<file path="config.mk">
export PLATFORM = sky130hd
export DESIGN_NAME = pvio_ctrl
export DESIGN_NICKNAME = d
export VERILOG_FILES = /design/src/rtl/core/pvio_pkg.sv /design/src/rtl/core/pvio_ctrl.sv
export SDC_FILE = /design/constraint.sdc
export NUM_CORES = 1
export LEC_CHECK = 0
export BUFFER_PORTS_ARGS = -buffer_cell sky130_fd_sc_hd__buf_2
export CORE_AREA = 2 2 39 41
export CTS_BUF_LIST = sky130_fd_sc_hd__clkbuf_4
export DETAILED_ROUTE_END_ITERATION = 10
export DIE_AREA = 0 0 41 43
export HOLD_SLACK_MARGIN = 0.08
export PLACE_DENSITY = 0.4
export SLEW_MARGIN = 20
export SYNTH_ARGS = -nofsm -noshare
export SYNTH_HDL_FRONTEND = slang
export SYNTH_SLANG_ARGS = --single-unit
</file>
<file path="constraint.sdc">
create_clock -name clk_i -period 2.24 [get_ports clk_i]
set_input_delay 0.448 -clock clk_i [delete_from_list [all_inputs] [get_ports clk_i]]
set_output_delay 0.448 -clock clk_i [all_outputs]
set_load 0.005 [all_outputs]
</file>
<file path="src/rtl/core/pvio_pkg.sv">
// Shared types and constants for the plane memory I/O decoder.
package pvio_pkg;

  localparam int unsigned NUM_PLANES    = 3;
  localparam int unsigned ADDR_W        = 16;
  localparam int unsigned DATA_W        = 8;
  localparam int unsigned QUARTER_LSB   = 14;
  localparam int unsigned IN_OFS_W      = 14;
  localparam int unsigned BANK_BIT_IDX  = 4;

  localparam logic [ADDR_W-1:0] BANK_PORT = 16'h1fd0;

  localparam logic [1:0] ACT_WRITE  = 2'd0;
  localparam logic [1:0] ACT_READ   = 2'd1;
  localparam logic [1:0] ACT_SIGNAL = 2'd2;

  localparam logic [1:0] QUARTER_IO = 2'd0;

  typedef struct packed {
    logic [1:0]        action;
    logic [ADDR_W-1:0] address;
    logic [DATA_W-1:0] write_data;
    logic              dma_access;
    logic              signal_level;
  } pvio_in_t;

  typedef struct packed {
    logic [DATA_W-1:0] read_data;
    logic              io_forward;
    logic              io_is_write;
    logic              io_dma;
    logic [ADDR_W-1:0] io_address;
    logic [DATA_W-1:0] io_data;
  } pvio_out_t;

  // Controller to datapath
  typedef struct packed {
    logic clr_step;
    logic load_item;
    logic exec;
    logic capture_rd;
  } pvio_cmd_t;

  // Datapath to controller
  typedef struct packed {
    logic has_result;
    logic plane_read;
    logic out_free;
    logic clr_last;
  } pvio_status_t;

endpackage

</file>
<file path="src/rtl/core/pvio_ctrl.sv">
// Sequencing state machine for the plane memory I/O decoder.
module pvio_ctrl (
  input  logic                  clk_i,
  input  logic                  rst_ni,
  input  logic                  in_valid_i,
  output logic                  in_stall_o,
  input  pvio_pkg::pvio_status_t status_i,
  output pvio_pkg::pvio_cmd_t    cmd_o
);
  import pvio_pkg::*;

  typedef enum logic [3:0] {
    ST_CLEAR = 4'b0001,
    ST_IDLE  = 4'b0010,
    ST_EXEC  = 4'b0100,
    ST_READ  = 4'b1000
  } state_e;

  state_e state_q, state_d;

  always_comb begin
    cmd_o.clr_step   = (state_q == ST_CLEAR);
    cmd_o.load_item  = (state_q == ST_IDLE) && in_valid_i;
    // hold in execute while a result is owed and the output slot is busy
    cmd_o.exec       = (state_q == ST_EXEC) && (!status_i.has_result || status_i.out_free);
    cmd_o.capture_rd = (state_q == ST_READ);
  end

  assign in_stall_o = (state_q != ST_IDLE);

  always_comb begin
    state_d = state_q;
    case (state_q)
      ST_CLEAR: begin
        if (status_i.clr_last) state_d = ST_IDLE;
      end
      ST_IDLE: begin
        if (in_valid_i) state_d = ST_EXEC;
      end
      ST_EXEC: begin
        if (cmd_o.exec) state_d = status_i.plane_read ? ST_READ : ST_IDLE;
      end
      ST_READ: begin
        state_d = ST_IDLE;
      end
      default: begin
        state_d = ST_IDLE;
      end
    endcase
  end

  always_ff @(posedge clk_i or negedge rst_ni) begin
    if (!rst_ni) begin
      state_q <= ST_CLEAR;
    end else begin
      state_q <= state_d;
    end
  end

  a_clear_excl: assert property (@(posedge clk_i) disable iff (!rst_ni)
    cmd_o.clr_step |-> !(cmd_o.exec || cmd_o.load_item || cmd_o.capture_rd))
    else $error("clear sweep overlaps item processing");

  a_capture_after_read: assert property (@(posedge clk_i) disable iff (!rst_ni)
    cmd_o.capture_rd |-> $past(cmd_o.exec && status_i.plane_read))
    else $error("read capture without a preceding plane read");

  a_result_slot: assert property (@(posedge clk_i) disable iff (!rst_ni)
    (cmd_o.exec && status_i.has_result) |-> status_i.out_free)
    else $error("result produced into a busy output slot");

endmodule

</file>
==> key figures <==
Routing
  – Routed Antenna Nets: 0
  – Final wirelength: 476 µm
  – Routed vias: 209
  – DRT iter0 DRCs: 2
  – Post-DR vias/cell: 4.02
  – Post-route DRC: 0
  – Detailed Routing Iterations Pass 1: 3
  – WL/cell: 9.15 µm

GRT
  – Initial antenna violation count: 0
  – Tot GR Track Use: 0.0737
  – Vias in the first global route: 199
  – Largest net degree at the start of global routing: 5
  – Grt total ovfl: 0
  – First-pass GRT wire length: 793 µm

CTS
  – CTS buffer count: 3
  – Clock Root Buffer: clkbuf_4
  – CTS tree: built
  – Clk_lat worst skew: 0.24 ns
  – Clock Pin Slew Worst Setup and Hold Paths: 0.03 ns
  – Hold buffers post-CTS: 1
  – CTS resizes: 0
  – Maximum root-to-sink buffer count: 2
  – Setup bufs post-CTS: 0
  – # H-tree levels: 1
  – CTS sink cnt: 4

Worst hold path
  – Worst hold start: in_valid_i
  – WHS Path Cells: 2
  – Class of the worst hold path: in -> reg

Placement
  – I/O Buffers: 11
  – RePlAce Congestion: 0.631
  – Post-DP HPWL: 411 µm
  – Placed instance count: 47

Synthesis
  – Mapped cell area: 218 µm²
  – Sequential share of the synthesized area: 0.466
  – Syn nets: 27
  – Post-synthesis register bit count: 4
  – Number of synthesized flops with an enable pin: 0
  – Top cells by area, synth: dfrtp_1 34%, dfstp_2 12%, nor4b_1 8.0%
  – Yosys top cell area share: 0.345
  – YS warnings: 0
  – Cells after Synth: 20
  – Async SR Flop Fraction: 1.00
  – Synth Area per Inst: 10.9 µm²
  – Top_reg_cell synth: dfrtp_1
  – Yosys top cell by area: dfrtp_1
  – Post-synth cell types: 15
  – Commonest cells post-synth: 3 x dfrtp_1, 3 x inv_1, 2 x nor4b_1

Setup path
  – Setup crit end kind: primary output
  – WS Path Type: reg -> out
  – Slowest CP cell: or4b_4
  – Worst setup SP type: flip-flop
  – Worst setup startpoint: state_q[1]
  – Crit-path max FO: 4
  – RR Startpoint: state_q[1]
  – Worst path cell trace: or4b_4 > nor2_1 > buf_2
  – Worst EP required: 1.79 ns
  – Crit path arrival time: 1.43 ns
  – Reg2Reg Depth: 3
  – Max incr delay on CP: 0.58 ns

Timing
  – Endpoints failing setup: 0
  – Fin crit period: 1.88 ns
  – Fin. Hold Viols: 0
  – Fmax: 531 MHz
  – RSZ-0062 raised after global routing: no
  – Clock Skews: 0.00769 ns
  – Fin crit share: 0.840
  – Hold_ws: 0.403 ns
  – Max Slew Vio Count: 0
  – Slew HR: 0.771
  – Worst-Margin Slew: 0.338 ns
  – Setup_tns: 0 ns

Final layout
  – Post-route insts no fill: 52
  – Fillers: 153
  – Max FFs per register: 4
  – Share of layout cells above drive strength 1: 0.556
  – Final nets: 44
  – Largest regs: state_q: 4 flops
  – Area growth syn-to-layout: 52.9%
  – Antenna cells: 0
  – Reg with most FFs: state_q

Power and ir drop
  – Worst IR Drop VDD: 155 µV
  – P per Cell Area: 834 nW/µm²
  – P_leak: 0.168 nW

Floorplan
  – Initial Util: 0.157
  – Row count: 14
  – Core box area: 1380 µm²
  – IO Count: 12
  – Die height: 43 µm
  – Die area: 1760 µm²
  – Die width: 41 µm

Run
  – Maxcap violations: 0

Run status
  – Status: completed
-- worst paths after layout --
check                             endpoint  slack (ns)
min in group asynchronous       state_q[3]        0.55
worst min-delay path            state_q[1]        0.40
worst max-delay path              cmd_o[1]        0.36
max in group asynchronous       state_q[0]        1.48
worst max register to register  state_q[1]        0.97
worst min register to register  state_q[3]        0.62
-- placed cells by master, fill, tap and decap left out, drive strengths merged --
cell,count
dfstp,1
nand2b,1
buf,11
o21ai,1
inv,3
or4b,1
a211oi,1
nor2,1
clkbuf,4
nor3,1
a21oi,1
nand2,1
nor2b,1
dfrtp,3
dlygate4sd3,1
nor4b,3
and2b,1
-- critical path: cells and delay by family, from the launching register on --
kind | cells | cell delay [ns]
simple gates | 2 | 0.70
buf+inv | 1 | 0.11
flops | 1 | 0.39
-- report_power, final --
part	total, mW	switching [mW]	internal (mW)
clock network	0.108	0.0289	0.0788
logic	0.0712	0.0326	0.0387
registers	0.0986	0.0134	0.0851
total	0.278	0.0749	0.203
-- cells by family after synthesis --
| logic type | Yosys count | share of synthesized area |
|---|---|---|
| flops | 4 | 0.466 |
| buf+inv | 3 | 0.0517 |
| simple gates | 10 | 0.385 |
| compound gates | 3 | 0.0977 |
-- cell type report --
type | count | area (µm²) | area share
inverters | 3 | 11.3 | 0.0338
clock buffers | 4 | 30.0 | 0.0902
well taps | 16 | 20.0 | 0.0602
multi-input cells | 13 | 105 | 0.316
flip-flops and latches | 4 | 101 | 0.305
repair buffers | 12 | 65.1 | 0.195
-- per-layer routing --
metal / GRT usage / up-vias / part of all wire
met4: 0.0800 / 0 / 0
met2: 0.0750 / 12 / 0.37
li1: - / 103 / -
met5: 0 / - / 0
met3: 0.0366 / 0 / 0.18
met1: 0.0980 / 94 / 0.44
-- metrics by stage --
stage	cell area, µm²	total power [mW]	util	setup slack [ns]
finish	333	0.278	0.241	0.358
global route	333	0.298	0.241	0.312
CTS	333	0.284	0.241	0.344
detailed placement	293	0.169	0.212	0.602
global placement	293	0.169	0.212	0.600
floorplan	218	0.140	-	0.716
No activity file was read; power rests on OpenSTA's default activity.
